### src/kst_pkg.sv
// Shared types, constants and character tables for the scan code translator.
package kst_pkg;

  localparam logic [7:0] LED_COMMAND       = 8'hed;
  localparam logic [7:0] CASE_OFFSET       = 8'h20;
  localparam logic [7:0] CODE_LSHIFT_MAKE  = 8'h2a;
  localparam logic [7:0] CODE_RSHIFT_MAKE  = 8'h36;
  localparam logic [7:0] CODE_LSHIFT_BREAK = 8'haa;
  localparam logic [7:0] CODE_RSHIFT_BREAK = 8'hb6;
  localparam logic [7:0] CODE_CAPS         = 8'h3a;
  localparam logic [7:0] CODE_NUM          = 8'h45;
  localparam logic [7:0] CODE_SCROLL       = 8'h46;
  localparam logic [7:0] CODE_RELEASE      = 8'h80;

  localparam logic       KIND_CHAR    = 1'b0;
  localparam logic       KIND_COMMAND = 1'b1;

  localparam logic [2:0] LED_CAPS   = 3'b100;
  localparam logic [2:0] LED_NUM    = 3'b010;
  localparam logic [2:0] LED_SCROLL = 3'b001;

  typedef struct packed {
    logic       kind;
    logic [7:0] value;
    logic       last;
  } result_t;

  // Results of one scan code together with the state it leaves behind.
  typedef struct packed {
    logic [1:0] count;
    result_t    first;
    result_t    second;
    logic [1:0] shift_next;
    logic [2:0] leds_next;
  } dec_t;

  // Beats handed to the result queue in one cycle.
  typedef struct packed {
    logic       valid;
    logic [1:0] count;
    result_t    first;
    result_t    second;
  } push_t;

  function automatic logic [7:0] rom_plain(input logic [6:0] code);
    logic [7:0] ch;
    case (code)
      7'h02: ch = 8'h31;  7'h03: ch = 8'h32;  7'h04: ch = 8'h33;  7'h05: ch = 8'h34;
      7'h06: ch = 8'h35;  7'h07: ch = 8'h36;  7'h08: ch = 8'h37;  7'h09: ch = 8'h38;
      7'h0a: ch = 8'h39;  7'h0b: ch = 8'h30;  7'h0c: ch = 8'h2d;  7'h0d: ch = 8'h5e;
      7'h0e: ch = 8'h08;
      7'h10: ch = 8'h51;  7'h11: ch = 8'h57;  7'h12: ch = 8'h45;  7'h13: ch = 8'h52;
      7'h14: ch = 8'h54;  7'h15: ch = 8'h59;  7'h16: ch = 8'h55;  7'h17: ch = 8'h49;
      7'h18: ch = 8'h4f;  7'h19: ch = 8'h50;  7'h1a: ch = 8'h40;  7'h1b: ch = 8'h5b;
      7'h1c: ch = 8'h0a;  7'h1e: ch = 8'h41;  7'h1f: ch = 8'h53;
      7'h20: ch = 8'h44;  7'h21: ch = 8'h46;  7'h22: ch = 8'h47;  7'h23: ch = 8'h48;
      7'h24: ch = 8'h4a;  7'h25: ch = 8'h4b;  7'h26: ch = 8'h4c;  7'h27: ch = 8'h3b;
      7'h28: ch = 8'h3a;  7'h2b: ch = 8'h5d;  7'h2c: ch = 8'h5a;  7'h2d: ch = 8'h58;
      7'h2e: ch = 8'h43;  7'h2f: ch = 8'h56;
      7'h30: ch = 8'h42;  7'h31: ch = 8'h4e;  7'h32: ch = 8'h4d;  7'h33: ch = 8'h2c;
      7'h34: ch = 8'h2e;  7'h35: ch = 8'h2f;  7'h37: ch = 8'h2a;  7'h39: ch = 8'h20;
      7'h47: ch = 8'h37;  7'h48: ch = 8'h38;  7'h49: ch = 8'h39;  7'h4a: ch = 8'h2d;
      7'h4b: ch = 8'h34;  7'h4c: ch = 8'h35;  7'h4d: ch = 8'h36;  7'h4e: ch = 8'h2b;
      7'h4f: ch = 8'h31;
      7'h50: ch = 8'h32;  7'h51: ch = 8'h33;  7'h52: ch = 8'h30;  7'h53: ch = 8'h2e;
      7'h73: ch = 8'h5c;  7'h7d: ch = 8'h5c;
      default: ch = 8'h00;
    endcase
    return ch;
  endfunction

  // The shifted layout differs from the plain one only on these keys.
  function automatic logic [7:0] rom_shifted(input logic [6:0] code);
    logic [7:0] ch;
    case (code)
      7'h02: ch = 8'h21;  7'h03: ch = 8'h22;  7'h04: ch = 8'h23;  7'h05: ch = 8'h24;
      7'h06: ch = 8'h25;  7'h07: ch = 8'h26;  7'h08: ch = 8'h27;  7'h09: ch = 8'h28;
      7'h0a: ch = 8'h29;  7'h0b: ch = 8'h7e;  7'h0c: ch = 8'h3d;  7'h0d: ch = 8'h7e;
      7'h1a: ch = 8'h60;  7'h1b: ch = 8'h7b;  7'h27: ch = 8'h2b;  7'h28: ch = 8'h2a;
      7'h2b: ch = 8'h7d;  7'h33: ch = 8'h3c;  7'h34: ch = 8'h3e;  7'h35: ch = 8'h3f;
      7'h73: ch = 8'h5f;  7'h7d: ch = 8'h7c;
      default: ch = rom_plain(code);
    endcase
    return ch;
  endfunction

endpackage

### src/kst_if.sv
// Valid/ready channels for scan codes in and translated results out.
interface kst_scan_if;
  logic       valid;
  logic       ready;
  logic [7:0] scan_code;

  modport source (output valid, output scan_code, input ready);
  modport sink (input valid, input scan_code, output ready);
endinterface

interface kst_result_if;
  logic       valid;
  logic       ready;
  logic       kind;
  logic [7:0] value;
  logic       last;

  modport source (output valid, output kind, output value, output last, input ready);
  modport sink (input valid, input kind, input value, input last, output ready);
endinterface

### src/kst_decode.sv
// Translates one registered scan code into its result beats and next state.
module kst_decode (
  input  logic [7:0]    code,
  input  logic [1:0]    shift_flags,
  input  logic [2:0]    lock_leds,
  output kst_pkg::dec_t dec
);

  logic [7:0] ch_raw;
  logic [7:0] ch;
  logic       shifted;
  logic       caps;
  logic [2:0] toggle;

  assign shifted = (shift_flags != 2'b00);
  assign caps    = (lock_leds & kst_pkg::LED_CAPS) != 3'b000;

  always_comb begin
    if (code >= kst_pkg::CODE_RELEASE) begin
      ch_raw = 8'h00;
    end else if (shifted) begin
      ch_raw = kst_pkg::rom_shifted(code[6:0]);
    end else begin
      ch_raw = kst_pkg::rom_plain(code[6:0]);
    end
    // Letters come out of the tables in upper case.
    if (ch_raw >= 8'h41 && ch_raw <= 8'h5a && caps == shifted) begin
      ch = ch_raw + kst_pkg::CASE_OFFSET;
    end else begin
      ch = ch_raw;
    end
  end

  always_comb begin
    dec.shift_next = shift_flags;
    toggle         = 3'b000;
    case (code)
      kst_pkg::CODE_LSHIFT_MAKE:  dec.shift_next = shift_flags | 2'b01;
      kst_pkg::CODE_RSHIFT_MAKE:  dec.shift_next = shift_flags | 2'b10;
      kst_pkg::CODE_LSHIFT_BREAK: dec.shift_next = shift_flags & 2'b10;
      kst_pkg::CODE_RSHIFT_BREAK: dec.shift_next = shift_flags & 2'b01;
      kst_pkg::CODE_CAPS:         toggle = kst_pkg::LED_CAPS;
      kst_pkg::CODE_NUM:          toggle = kst_pkg::LED_NUM;
      kst_pkg::CODE_SCROLL:       toggle = kst_pkg::LED_SCROLL;
      default:                    toggle = 3'b000;
    endcase
    dec.leds_next     = lock_leds ^ toggle;
    dec.second.kind   = kst_pkg::KIND_COMMAND;
    dec.second.value  = {5'b00000, dec.leds_next};
    dec.second.last   = 1'b1;
    if (toggle != 3'b000) begin
      dec.count       = 2'd2;
      dec.first.kind  = kst_pkg::KIND_COMMAND;
      dec.first.value = kst_pkg::LED_COMMAND;
      dec.first.last  = 1'b0;
    end else begin
      dec.count       = (ch != 8'h00) ? 2'd1 : 2'd0;
      dec.first.kind  = kst_pkg::KIND_CHAR;
      dec.first.value = ch;
      dec.first.last  = 1'b1;
    end
  end

endmodule

### src/kst_result_queue.sv
// Three-entry result queue: takes up to two beats per cycle while it has room, gives one while result.ready is high.
module kst_result_queue (
  input  logic                 clk,
  input  logic                 rst,
  input  kst_pkg::push_t       push,
  output logic                 room,
  kst_result_if.source         result
);

  kst_pkg::result_t entry [3];
  kst_pkg::result_t entry_next [3];
  logic [1:0]       count;
  logic [1:0]       count_next;
  logic [1:0]       base;
  logic             pop;

  assign pop  = (count != 2'd0) && result.ready;
  assign room = (count <= 2'd1);
  assign base = count - {1'b0, pop};

  assign result.valid = (count != 2'd0);
  assign result.kind  = entry[0].kind;
  assign result.value = entry[0].value;
  assign result.last  = entry[0].last;

  always_comb begin
    if (pop) begin
      entry_next[0] = entry[1];
      entry_next[1] = entry[2];
      entry_next[2] = entry[2];
    end else begin
      entry_next = entry;
    end
    for (int i = 0; i < 3; i++) begin
      if (push.valid && base == 2'(i)) begin
        entry_next[i] = push.first;
      end
      if (push.valid && push.count == 2'd2 && base + 2'd1 == 2'(i)) begin
        entry_next[i] = push.second;
      end
    end
    count_next = push.valid ? base + push.count : base;
  end

  always_ff @(posedge clk) begin
    if (rst) begin
      count <= 2'd0;
    end else begin
      count <= count_next;
    end
  end

  always_ff @(posedge clk) begin
    for (int i = 0; i < 3; i++) begin
      entry[i] <= entry_next[i];
    end
  end

  a_no_overflow: assert property (@(posedge clk) disable iff (rst)
    push.valid |-> ({1'b0, count} - {2'b00, pop} + {1'b0, push.count}) <= 3'd3)
    else $error("result queue overflow");

  a_idle_holds: assert property (@(posedge clk) disable iff (rst)
    !push.valid && !pop |=> count == $past(count))
    else $error("result queue count changed without a beat");

endmodule

### src/keyboard_scancode_translator_core.sv
// Keyboard scan code translator top level: input register, decode, state and result queue.
// One scan code beat is taken per cycle while the queue has room, and its results pass through
// the input register and then the three-entry result queue before they can be taken. A lock
// key yields two command beats (0xED, then the LED bits), so a run of lock keys is paced by
// the single-beat output port of the queue. Writing initial_leds loads the lock LED state at
// once; write it only while no scan code is in flight.
module keyboard_scancode_translator_core (
  input  logic         clk,
  input  logic         rst,
  input  logic         initial_leds_we,
  input  logic [2:0]   initial_leds,
  kst_scan_if.sink     scan,
  kst_result_if.source result
);

  logic           in_valid;
  logic [7:0]     code;
  logic [1:0]     shift_flags;
  logic [2:0]     lock_leds;
  logic           room;
  logic           fire;
  kst_pkg::dec_t  dec;
  kst_pkg::push_t push;

  assign fire       = in_valid && room;
  assign scan.ready = !in_valid || fire;

  always_ff @(posedge clk) begin
    if (rst) begin
      in_valid <= 1'b0;
    end else if (scan.valid && scan.ready) begin
      in_valid <= 1'b1;
    end else if (fire) begin
      in_valid <= 1'b0;
    end
  end

  always_ff @(posedge clk) begin
    if (scan.valid && scan.ready) begin
      code <= scan.scan_code;
    end
  end

  always_ff @(posedge clk) begin
    if (rst) begin
      shift_flags <= 2'b00;
      lock_leds   <= 3'b000;
    end else begin
      if (fire) begin
        shift_flags <= dec.shift_next;
      end
      if (initial_leds_we) begin
        lock_leds <= initial_leds;
      end else if (fire) begin
        lock_leds <= dec.leds_next;
      end
    end
  end

  kst_decode u_decode (
    .code        (code),
    .shift_flags (shift_flags),
    .lock_leds   (lock_leds),
    .dec         (dec)
  );

  assign push.valid  = fire && (dec.count != 2'd0);
  assign push.count  = dec.count;
  assign push.first  = dec.first;
  assign push.second = dec.second;

  kst_result_queue u_queue (
    .clk    (clk),
    .rst    (rst),
    .push   (push),
    .room   (room),
    .result (result)
  );

  a_leds_load: assert property (@(posedge clk) disable iff (rst)
    initial_leds_we |=> lock_leds == $past(initial_leds))
    else $error("lock LEDs not loaded by register write");

  a_pair_head: assert property (@(posedge clk) disable iff (rst)
    result.valid && !result.last |-> result.kind == kst_pkg::KIND_COMMAND
      && result.value == kst_pkg::LED_COMMAND)
    else $error("non-final beat is not the LED command");

  a_lshift_set: assert property (@(posedge clk) disable iff (rst)
    fire && code == kst_pkg::CODE_LSHIFT_MAKE |=> shift_flags[0])
    else $error("left shift flag not set");

endmodule

### src/flat_wrapper.sv
// flat-port wrapper written by rule: the top's interface ports become plain ports
module keyboard_scancode_translator_core_flat 
  (clk, rst, initial_leds_we, initial_leds, scan_valid, scan_scan_code, scan_ready, result_valid, result_kind, result_value, result_last, result_ready);
  kst_scan_if scan_i ();
  kst_result_if result_i ();
  input  logic clk;
  input  logic rst;
  input  logic initial_leds_we;
  input  logic [2:0] initial_leds;
  input wire logic [$bits(scan_i.valid)-1:0] scan_valid;
  input wire logic [$bits(scan_i.scan_code)-1:0] scan_scan_code;
  output wire logic [$bits(scan_i.ready)-1:0] scan_ready;
  output wire logic [$bits(result_i.valid)-1:0] result_valid;
  output wire logic [$bits(result_i.kind)-1:0] result_kind;
  output wire logic [$bits(result_i.value)-1:0] result_value;
  output wire logic [$bits(result_i.last)-1:0] result_last;
  input wire logic [$bits(result_i.ready)-1:0] result_ready;
  assign scan_i.valid = scan_valid;
  assign scan_i.scan_code = scan_scan_code;
  assign scan_ready = scan_i.ready;
  assign result_valid = result_i.valid;
  assign result_kind = result_i.kind;
  assign result_value = result_i.value;
  assign result_last = result_i.last;
  assign result_i.ready = result_ready;
  keyboard_scancode_translator_core u_core (.clk(clk), .rst(rst), .initial_leds_we(initial_leds_we), .initial_leds(initial_leds), .scan(scan_i), .result(result_i));
endmodule
### config.mk
export PLATFORM = sky130hd
export DESIGN_NAME = keyboard_scancode_translator_core_flat
export DESIGN_NICKNAME = d
export VERILOG_FILES = /design/src/kst_pkg.sv /design/src/kst_if.sv /design/src/kst_decode.sv /design/src/kst_result_queue.sv /design/src/keyboard_scancode_translator_core.sv /design/src/flat_wrapper.sv
export SDC_FILE = /design/constraint.sdc
export NUM_CORES = 1
export LEC_CHECK = 0
export ABC_AREA = 1
export BUFFER_PORTS_ARGS = -buffer_cell sky130_fd_sc_hd__buf_2
export CAP_MARGIN = 25
export CORE_MARGIN = 2
export CORE_UTILIZATION = 35
export DETAILED_ROUTE_END_ITERATION = 10
export GPL_TIMING_DRIVEN = 0
export SYNTH_ARGS = -nofsm -noshare
export SYNTH_HDL_FRONTEND = slang
export SYNTH_HIERARCHICAL = 1
export SYNTH_SLANG_ARGS = --single-unit
### constraint.sdc
create_clock -name clk -period 5.6 [get_ports clk]
set_clock_uncertainty 0.2 [all_clocks]
set_input_delay 0.56 -clock clk [delete_from_list [all_inputs] [get_ports clk]]
set_output_delay 0.56 -clock clk [all_outputs]
set_load 0.1 [all_outputs]
==> results.py, run 1 <==
metrics = {
    "worst_hold_path": {
        "timing.hold.worst.start": "scan_scan_code[7]",
        "worstHoldPathCells": 1,
        "min-delay-path-class": "input port to flop",
    },
    "critical_path": {
        "cp_max_fo": 11,
        "r2r_cells": 27,
        "reg2reg_slack_ns": 0.58,
        "reg2reg_to": "u_core/u_queue/entry[1]",
        "arrival_ns": 4.75,
        "cp-startpoint": "u_core/code[1]",
        "crit_required_ns": 5.33,
        "end_kind": "flop",
        "regToRegStartpoint": "u_core/code[1]",
        "worstSetupStartpointType": "flop",
        "setup.worst_path.end": "u_core/u_queue/entry[1]",
        "worst-setup-path-type": "flop to flop",
    },
    "synthesis": {
        "ys_seq_area_share_pct": 29.3,
        "ys_warn_count": 6,
        "ys_ff_latch": 46,
        "synth_area_leaders": "edfxtp_1 (26%), nand2_1 (20%), nand3_1 (13%)",
        "syn_avg_cell_area_um2": 6.42,
        "yosysUniqueCellTypes": 37,
        "synth_cells": 692,
        "yosysTopAreaCell": "edfxtp_1",
        "netlist.area_leader.share_pct": 25.7,
        "syn_area_mm2": 0.00444,
    },
    "clock_tree": {
        "cts_root_buffer": "clkbuf_16",
        "clk_path_buf_depth": 2,
        "clk_pin_slew_ns": 0.07,
        "tritoncts": "built",
        "clock-sinks": 46,
        "ctsHoldBuffers": 0,
        "worstSkewPairLatency_ns": 0.29,
        "cts-htree-levels": 2,
        "numCtsBuffers": 5,
    },
    "final_layout": {
        "multi_input_comb_area_mm2": 0.00251,
        "num_antenna_cells": 0,
        "drive_gt1_share_pct": 16.9,
        "nFillCells": 1369,
        "final_nets": 759,
        "final_area_mm2": 0.00497,
        "syn_to_final_growth_pct": 11.8,
        "regArea_mm2": 0.00130,
        "fin_util_pct": 39.7,
    },
    "grt": {
        "grt_pass1_vias": 4109,
        "grt_pass1_wl_um": 19700,
        "overflow": 0,
        "grt_start_max_net_pins": 15,
        "antenna_found_initial": 0,
        "grt_usage_pct": 18.2,
    },
    "placed_design": {
        "dpl.hpwl_um": 9180,
        "gp_congestion": 0.957,
        "place.port_buffers": 27,
        "dpl-instance-area_mm2": 0.00481,
    },
    "sta": {
        "finalHoldWorstSlack_ns": 0.237,
        "fin_tns_setup_ns": 0,
        "period_share_pct": 89.7,
        "max_freq_mhz": 199,
        "rsz0062_at_grt": "no",
        "min_period_ns": 5.02,
        "final-hold-violation-count": 0,
        "worst_slew_pin_slew_ns": 0.890,
        "setup_viol": 0,
        "slew_violations": 0,
        "max_slew_margin_pct": 40.7,
    },
    "floorplanning": {
        "die_w_um": 117,
        "start_util_pct": 35.5,
        "dieArea_mm2": 0.0136,
        "rows": 41,
        "core_mm2": 0.0125,
        "io_pins": 28,
        "die_y_um": 117,
    },
    "detailed_routing": {
        "drt-total-wl_um": 11600,
        "drt_iter0_markers": 390,
        "vias": 4367,
        "drc": 0,
        "vias_per_cell": 4.83,
        "drtAntennaViolNets": 0,
        "wl_per_cell_um": 12.8,
        "firstDrtPassIters": 7,
    },
    "power_and_ir_drop": {
        "pwr_density_cell_mw_per_mm2": 379,
        "ir_drop_v": 0.000259,
        "p_leak_uw": 0.00261,
    },
    "job": {
        "maxCapViolCount": 0,
    },
    "outcome": {
        "outcome": "complete, no violations",
    },
}
-- power breakdown --
group	internal, uW	total, uW	switching, uW
registers	502	533	31.1
logic	268	1050	783
clock network	166	300	134
-- area by class of cell --
type	count	area share, %
Clock buffer	6	2.59
Multi-Input combinational cell	518	50.6
Buffer	44	6.45
Clock inverter	2	0.277
Timing Repair Buffer	27	2.72
Tap cell	172	4.33
Inverter	89	6.87
Sequential cell	46	26.2
-- routing by layer --
| metal | global-route usage, % | wire (um) |
|---|---|---|
| met1 | 25.8 | 5580 |
| met2 | 28.3 | 5110 |
| met3 | 3.68 | 739 |
| met4 | 4.94 | 195 |
| met5 | 0 | 0 |
-- sequential cells by signal (all words and copies together), names as in the netlist --
register                     cells
u_core/u_queue/result.kind       1
u_core/shift_flags               2
u_core/in_valid                  1
u_core/code                      8
u_core/u_queue/result.value      8
u_core/u_queue/result.last       1
u_core/lock_leds                 3
u_core/u_queue/entry            20
u_core/u_queue/count             2
-- cell usage after synthesis (all sizes together) --
cell type and instances:
nand2 256, nand4 3, o31ai 1, and3 2, xnor2 2, inv 85, clkinv 4, ha 12
nand3 118, nor3 7, conb 2, or2 1, xor2 2, a22oi 1, o221ai 1, clkbuf 1
nand3b 2, nor2 63, buf 43, o21ai 18, dfxtp 8, a21oi 14, a32oi 2, edfxtp 38
o211ai 6
-- placed cells by master (no fill, tap or decap), types with 5 or more instances in the layout --
master / Yosys / layout
o211ai_1: 6 / 6
edfxtp_1: 38 / 38
nand3_2: 5 / 7
nor2_2: 6 / 6
o21ai_0: 12 / 11
dfxtp_1: 8 / 8
inv_1: 76 / 76
nor3_1: 7 / 7
nor2_4: 6 / 6
nand3_1: 112 / 110
nand2_2: 11 / 11
o21ai_1: 6 / 6
a21oi_1: 13 / 13
inv_2: 6 / 6
conb_1: 2 / 7
buf_6: 5 / 5
nor2_1: 51 / 51
buf_2: 10 / 37
nand2_4: 5 / 5
clkbuf_16: 0 / 5
nand2_1: 240 / 240
ha_1: 12 / 12
buf_4: 28 / 28
-- through the flow --
stage	worst slack (ns)	cells	power, uW
2_1_floorplan	1.24	697	1390
3_3_place_gp	0.213	896	1580
3_5_place_dp	0.348	896	1580
4_1_cts	0.329	904	1890
5_1_grt	0.0803	904	2030
6_report	0.578	904	1880
-- worst max-delay path, cell delays in order, from the launching register on --
cell and delay [ns]:
edfxtp_1 0.55, inv_1 0.30, ha_1 0.39, nand2_1 0.16
nand2_1 0.15, nand3_1 0.14, nand3_2 0.12, nor2_4 0.04
nand3_4 0.12, nand2_4 0.08, or2_1 0.21, nand3_1 0.09
inv_2 0.06, ha_1 0.23, nand2_1 0.08, nand2_1 0.04
o21ai_1 0.11, nand2_1 0.08, nand3_1 0.07, nand2_1 0.11
inv_1 0.15, nor2_1 0.05, nor2_1 0.24, nand3_1 0.18
nor2_2 0.18, nand2_1 0.08, buf_2 0.20, o21ai_2 0.26
-- timing repair --
item                       in CTS  in global routing
gates resized for setup         0                  3
setup endpoints to repair       0                 30
buffers inserted                0                  0
-- cells by family after synthesis --
| kind of cell | count (synthesis) | share of synthesized area, % |
|---|---|---|
| adders and majority gates | 12 | 3.38 |
| DFF | 46 | 29.3 |
| AOI/OAI and AO/OA | 43 | 5.63 |
| and+or+nand+nor | 452 | 45.9 |
| xor gates and xnor gates | 4 | 0.788 |
| buffers and inverters | 133 | 14.9 |
| other | 2 | 0.169 |
-- how the worst min path moves through the flow --
stage | endpoint
finish | u_core/code[7]
global route | u_core/code[1]
CTS | u_core/code[7]
detailed placement | u_core/shift_flags[1]
global placement | u_core/shift_flags[1]
floorplan | u_core/shift_flags[1]
Power figures use the tool's default switching activity.
==> inputs of run 2 (changes only) <==
ABC_AREA = not set   (was 1)
==> run 2 against run 1 <==
  * Combinational power down 36%
  * Sequential power down 12%
  * Hold slack about the same
  * Synthesized cell count down 27%
  * Register-to-register slack worse by 0.20 ns
  * Fmax down 3.9%
  * Synthesized area down 2.3%
  * Count of clock-buffer cells in the layout down 1
  * Routed wire length up 12%
  * Highest routed layer unchanged
  * Sequential share of layout area up 0.13 points
==> results.py, run 2 <==
metrics = {
    "power_and_ir_drop": {
        "p_leak_uw": 0.00198,
        "combPwrFrac_pct": 46.6,
        "pwr_density_cell_mw_per_mm2": 293,
        "p_int_uw": 816,
        "ir_drop_v": 0.000159,
        "seq_power_share_pct": 32.4,
        "switchingPower_uw": 632,
        "clockPowerShare_pct": 21.1,
        "swShare_pct": 43.6,
    },
    "final_layout": {
        "syn_to_final_growth_pct": 13.9,
        "stdcell_count": 719,
        "num_antenna_cells": 0,
        "final_common_cell": "nand2_1",
        "drive_gt1_share_pct": 23.8,
        "final_nets": 578,
        "final_cell_mix": "nand2_1 (60), buf_2 (45), edfxtp_1 (38)",
        "largest_register_ffs": 20,
        "top_register": "u_core/u_queue/entry",
    },
    "grt": {
        "grt_pass1_wl_um": 21200,
        "antenna_found_initial": 0,
        "grt_usage_pct": 20.4,
        "grt_start_max_net_pins": 17,
        "grt_pass1_vias": 3995,
        "overflow": 0,
    },
    "placed_design": {
        "place.port_buffers": 27,
        "dp_cells": 704,
        "gp_congestion": 0.965,
        "dpl.hpwl_um": 9630,
    },
    "critical_path": {
        "worst-setup-path-type": "flop to flop",
        "cp_slowest_cell": "edfxtp_1",
        "cp_max_fo": 10,
        "arrival_ns": 5.03,
        "crit_required_ns": 5.41,
        "crit_path_max_incr_delay_ns": 0.54,
        "end_kind": "flop",
        "cpMostUsedCell": "ha_1",
        "path_cells": "inv_1 > ha_1 > nor3b_2 > nor3_1 > o311a_4 > o41a_4 > a211oi_1 > ha_1 > nand2b_1 > o31ai_1 > o21ai_1 > o211a_1 > and2b_1 > nand3_1 > buf_2 > nand3_4",
        "worstSetupStartpointType": "flop",
    },
    "floorplanning": {
        "io_pins": 28,
        "core_mm2": 0.0121,
        "start_util_pct": 36.0,
        "rows": 40,
        "die_y_um": 115,
        "die_w_um": 115,
        "dieArea_mm2": 0.0133,
    },
    "clock_tree": {
        "clock-sinks": 46,
        "worstSkewPairLatency_ns": 0.30,
        "numCtsBuffers": 5,
        "ctsHoldBuffers": 0,
        "clk_pin_slew_ns": 0.07,
        "cts-htree-levels": 2,
        "clk_path_buf_depth": 2,
        "tritoncts": "built",
        "cts_root_buffer": "clkbuf_16",
    },
    "synthesis": {
        "synth_area_leaders": "edfxtp_1 (26%), nand2_1 (5.2%), buf_4 (4.0%)",
        "synthArstFlopShare_pct": 0,
        "synth_ff_type": "edfxtp_1",
        "netlist.area_leader.share_pct": 26.3,
        "ys_seq_area_share_pct": 30.0,
        "syn_avg_cell_area_um2": 8.62,
        "yosysUniqueCellTypes": 88,
        "yosysTopAreaCell": "edfxtp_1",
        "syn_area_mm2": 0.00434,
        "synth_cells": 504,
        "ys_ff_latch": 46,
        "ys_warn_count": 6,
        "synth_commonest_cells": "nand2_1 (60), edfxtp_1 (38), nor2_1 (36), o21ai_0 (25), buf_4 (23)",
        "synth_edf_count": 38,
        "yosys.cell_count.top_type": "nand2_1",
    },
    "detailed_routing": {
        "drtAntennaViolNets": 0,
        "vias_per_cell": 5.82,
        "vias": 4183,
        "drt-total-wl_um": 13100,
        "drc": 0,
        "wl_per_cell_um": 18.2,
        "drt_iter0_markers": 513,
        "firstDrtPassIters": 6,
    },
    "sta": {
        "max_slew_margin_pct": 49.7,
        "min_period_ns": 5.22,
        "max_freq_mhz": 191,
        "rsz0062_at_grt": "no",
        "slew_violations": 0,
        "finalHoldWorstSlack_ns": 0.238,
        "setup_viol": 0,
        "period_share_pct": 93.3,
        "worst_slew_pin_slew_ns": 0.744,
        "final-hold-violation-count": 0,
    },
    "worst_hold_path": {
        "min-delay-path-class": "input port to flop",
    },
    "outcome": {
        "outcome": "complete, no violations",
    },
    "job": {
        "maxCapViolCount": 0,
    },
}
## run 2: cell families after synthesis
kind of cell	synth area share (%)
xor gates and xnor gates	1.99
other	0.173
buffers and inverters	9.68
and+or+nand+nor	23.3
muxes	7.29
AOI/OAI and AO/OA	24.2
DFF	30.0
adders and majority gates	3.46
## run 2: layout make-up
cell class	count	area (um^2)
Fill cell	1207	7120
Clock inverter	3	25.0
Timing Repair Buffer	34	188
Clock buffer	5	125
Buffer	55	342
Tap cell	168	210
Inverter	22	82.6
Multi-Input combinational cell	386	2670
Sequential cell	46	1300
## run 2: timing repair
action,CTS,global route
setup endpoints to repair,30,53
buffers inserted,4,3
cloned,0,0
gates resized for setup,1,12
## run 2: critical path: cells and delay by family, from the launching register on
kind	cells	cell delay [ns]
fa+ha+maj	2	0.58
compound gates	6	2.14
buf+inv	2	0.46
simple gates	6	1.02
flops	1	0.54
## run 2: path summary, 6_finish.rpt
kind	startpoint	end	slack (ns)	cells after the start
max	u_core/code[0]	u_core/u_queue/result.value[7]	0.38	16
min	scan_scan_code[3]	u_core/code[3]	0.24	1
max reg2reg	u_core/code[0]	u_core/u_queue/result.value[7]	0.38	16
min reg2reg	u_core/shift_flags[1]	u_core/shift_flags[1]	0.40	2
## run 2: layer usage
layer / GRT usage, % / vias to the layer above / part of all wire (%)
met5: 0 / - / 0
met4: 6.75 / 0 / 2.4
met3: 4.11 / 37 / 7.4
met2: 32.3 / 228 / 47
met1: 28.0 / 1963 / 44
li1: - / 1955 / -
## run 2: stage by stage
| step | util [%] | TNS (ns) | setup slack, ns | area, um^2 | power, uW |
|---|---|---|---|---|---|
| final | 41.0 | 0 | 0.377 | 4950 | 1450 |
| after global routing | 41.0 | 0 | 0.143 | 4950 | 1530 |
| after CTS | 40.6 | 0 | 0.0371 | 4890 | 1450 |
| after detailed placement | 39.0 | -3.38 | -0.195 | 4710 | 1120 |
| after global placement | 39.0 | -6.16 | -0.313 | 4710 | 1120 |
| after floorplan | - | 0 | 0.712 | 4360 | 994 |
## run 2: power by group through the flow
| stage | logic (uW) | registers [uW] | clock network (uW) |
|---|---|---|---|
| floorplan | 491 | 503 | 0 |
| global placement | 640 | 478 | 0 |
| detailed placement | 644 | 480 | 0 |
| CTS | 659 | 470 | 317 |
| global route | 720 | 473 | 335 |
| finish | 674 | 469 | 305 |
==> inputs of run 3 (changes only) <==
CELL_PAD_IN_SITES_DETAIL_PLACEMENT = 0   (was not set)
CELL_PAD_IN_SITES_GLOBAL_PLACEMENT = 1   (was not set)
PLACE_DENSITY_LB_ADDON = 0.1   (was not set)
==> run 3 against run 2 <==
  * Flip-flop and latch count unchanged
  * Setup slack worse by 0.091 ns
  * Cell count up 0.56%
==> results.py, run 3 (synthesis gave the netlist of run 2 again) <==
metrics = {
    "critical_path": {
        "worstSetupStartpointType": "flop",
        "cp_num_buf_inv": 3,
        "end_kind": "flop",
        "worst-setup-path-type": "flop to flop",
        "cp_max_fo": 10,
        "crit_path_max_incr_delay_ns": 0.54,
        "cp_slowest_cell": "o41a_4",
        "cpMostUsedCell": "ha_1",
        "arrival_ns": 5.23,
        "path_cells": "clkinvlp_4 > buf_4 > ha_1 > nor3b_2 > nor3_1 > o311a_4 > o41a_4 > a211oi_1 > ha_1 > nand2b_1 > o31ai_1 > o21ai_1 > o211a_1 > and2b_1 > nand3_1 > buf_2 > nor2_1 > a31oi_1",
        "critical_path.top_delay_family": "compound AO/OA/AOI/OAI gates",
        "crit_required_ns": 5.51,
    },
    "detailed_routing": {
        "drt-total-wl_um": 13900,
        "drc": 0,
        "drtAntennaViolNets": 0,
        "firstDrtPassIters": 6,
        "wl_per_cell_um": 19.2,
        "vias": 4166,
        "drt_iter0_markers": 430,
        "vias_per_cell": 5.76,
    },
    "grt": {
        "grt_pass1_vias": 4060,
        "grt_usage_pct": 21.6,
        "grt.busiest_layer": "met2",
        "grt_start_max_net_pins": 17,
        "overflow": 0,
        "use_met1_pct": 30.0,
        "grtUsageMet2_pct": 34.0,
        "grt_pass1_wl_um": 22300,
        "antenna_found_initial": 0,
        "met3_usage_pct": 3.80,
    },
    "sta": {
        "period_share_pct": 94.9,
        "setup_ws_ns": 0.285,
        "final-hold-violation-count": 0,
        "worst_slew_pin_slew_ns": 0.754,
        "setup_viol": 0,
        "slew_violations": 0,
        "min_period_ns": 5.31,
        "max_slew_margin_pct": 49.3,
        "max_freq_mhz": 188,
    },
    "placed_design": {
        "dpl.hpwl_um": 10000,
        "place_ws_ns": -0.448,
        "dp_cells": 705,
        "gp_congestion": 0.937,
        "place.port_buffers": 27,
    },
    "power_and_ir_drop": {
        "pwr_density_cell_mw_per_mm2": 293,
        "ir_drop_v": 0.000129,
        "p_leak_uw": 0.00199,
        "power_uw": 1460,
    },
    "final_layout": {
        "num_antenna_cells": 0,
        "fin_util_pct": 41.2,
        "final_common_cell": "nand2_1",
        "final_nets": 582,
        "nFillCells": 1221,
        "final_cell_mix": "nand2_1 (60), buf_2 (44), edfxtp_1 (38)",
        "top_register": "u_core/u_queue/entry",
        "largest_register_ffs": 20,
        "stdcell_count": 723,
        "syn_to_final_growth_pct": 14.5,
        "drive_gt1_share_pct": 24.0,
    },
    "clock_tree": {
        "clock-sinks": 46,
        "tritoncts": "built",
        "clk_path_buf_depth": 2,
        "worstSkewPairLatency_ns": 0.29,
        "numCtsBuffers": 5,
        "clk_pin_slew_ns": 0.07,
        "cts_root_buffer": "clkbuf_16",
        "cts-htree-levels": 2,
    },
    "job": {
        "maxCapViolCount": 0,
    },
    "floorplanning": {
        "start_util_pct": 36.0,
        "io_pins": 28,
        "rows": 40,
        "die_w_um": 115,
        "dieArea_mm2": 0.0133,
        "core_mm2": 0.0121,
        "die_y_um": 115,
    },
    "outcome": {
        "outcome": "complete, no violations",
    },
    "worst_hold_path": {
        "min-delay-path-class": "input port to flop",
    },
}
-- run 3: routing by layer --
metal / up-vias / routed length, um
met5: - / 0
met4: 0 / 368
met3: 39 / 995
met2: 223 / 6320
met1: 1942 / 6200
li1: 1962 / -
-- run 3: area by class of cell --
cell class	instances	area (um^2)	share of cell area, %
Clock buffer	5	125	2.52
Sequential cell	46	1300	26.2
Tap cell	168	210	4.23
Timing Repair Buffer	38	218	4.38
Clock inverter	3	23.8	0.478
Multi-Input combinational cell	386	2670	53.6
Inverter	22	86.3	1.74
Buffer	55	344	6.92
-- run 3: worst paths after layout --
path	from	end	cells after the start	slack, ns
setup / recovery	u_core/code[1]	u_core/u_queue/result.value[0]	18	0.29
hold / removal	scan_scan_code[4]	u_core/code[4]	1	0.24
setup reg to reg	u_core/code[1]	u_core/u_queue/result.value[0]	18	0.29
hold reg to reg	u_core/shift_flags[0]	u_core/shift_flags[0]	2	0.40
-- run 3: power by group --
group / switching (uW) / internal, uW / leakage, uW
combinational: 482 / 201 / 0.00151
clock: 140 / 167 / 0.0000664
sequential: 20.6 / 449 / 0.000420
-- run 3: through the flow --
step	setup TNS [ns]	instance area [um^2]	hold slack, ns
finish	0	4970	0.239
global route	-0.00331	4970	0.229
CTS	0	4920	0.231
detailed placement	-8.31	4710	0.388
global placement	-16.33	4710	0.380
floorplan	0	4360	0.355
-- run 3: worst reg2reg max path, cell delays in order, from the launching register on --
cell	delay (ns)
edfxtp_1	0.45
clkinvlp_4	0.16
buf_4	0.18
ha_1	0.23
nor3b_2	0.23
nor3_1	0.08
o311a_4	0.40
o41a_4	0.54
a211oi_1	0.35
ha_1	0.28
nand2b_1	0.14
o31ai_1	0.37
o21ai_1	0.23
o211a_1	0.33
and2b_1	0.23
nand3_1	0.17
buf_2	0.27
nor2_1	0.07
a31oi_1	0.23
-- run 3: what timing repair did --
action                                  4_1_cts  5_1_grt
buffers inserted                              6        4
hold buffers                                  0        0
pin swaps                                     1        0
resized for setup                             3        7
endpoints found under the setup margin       36       59
cloned                                        0        0
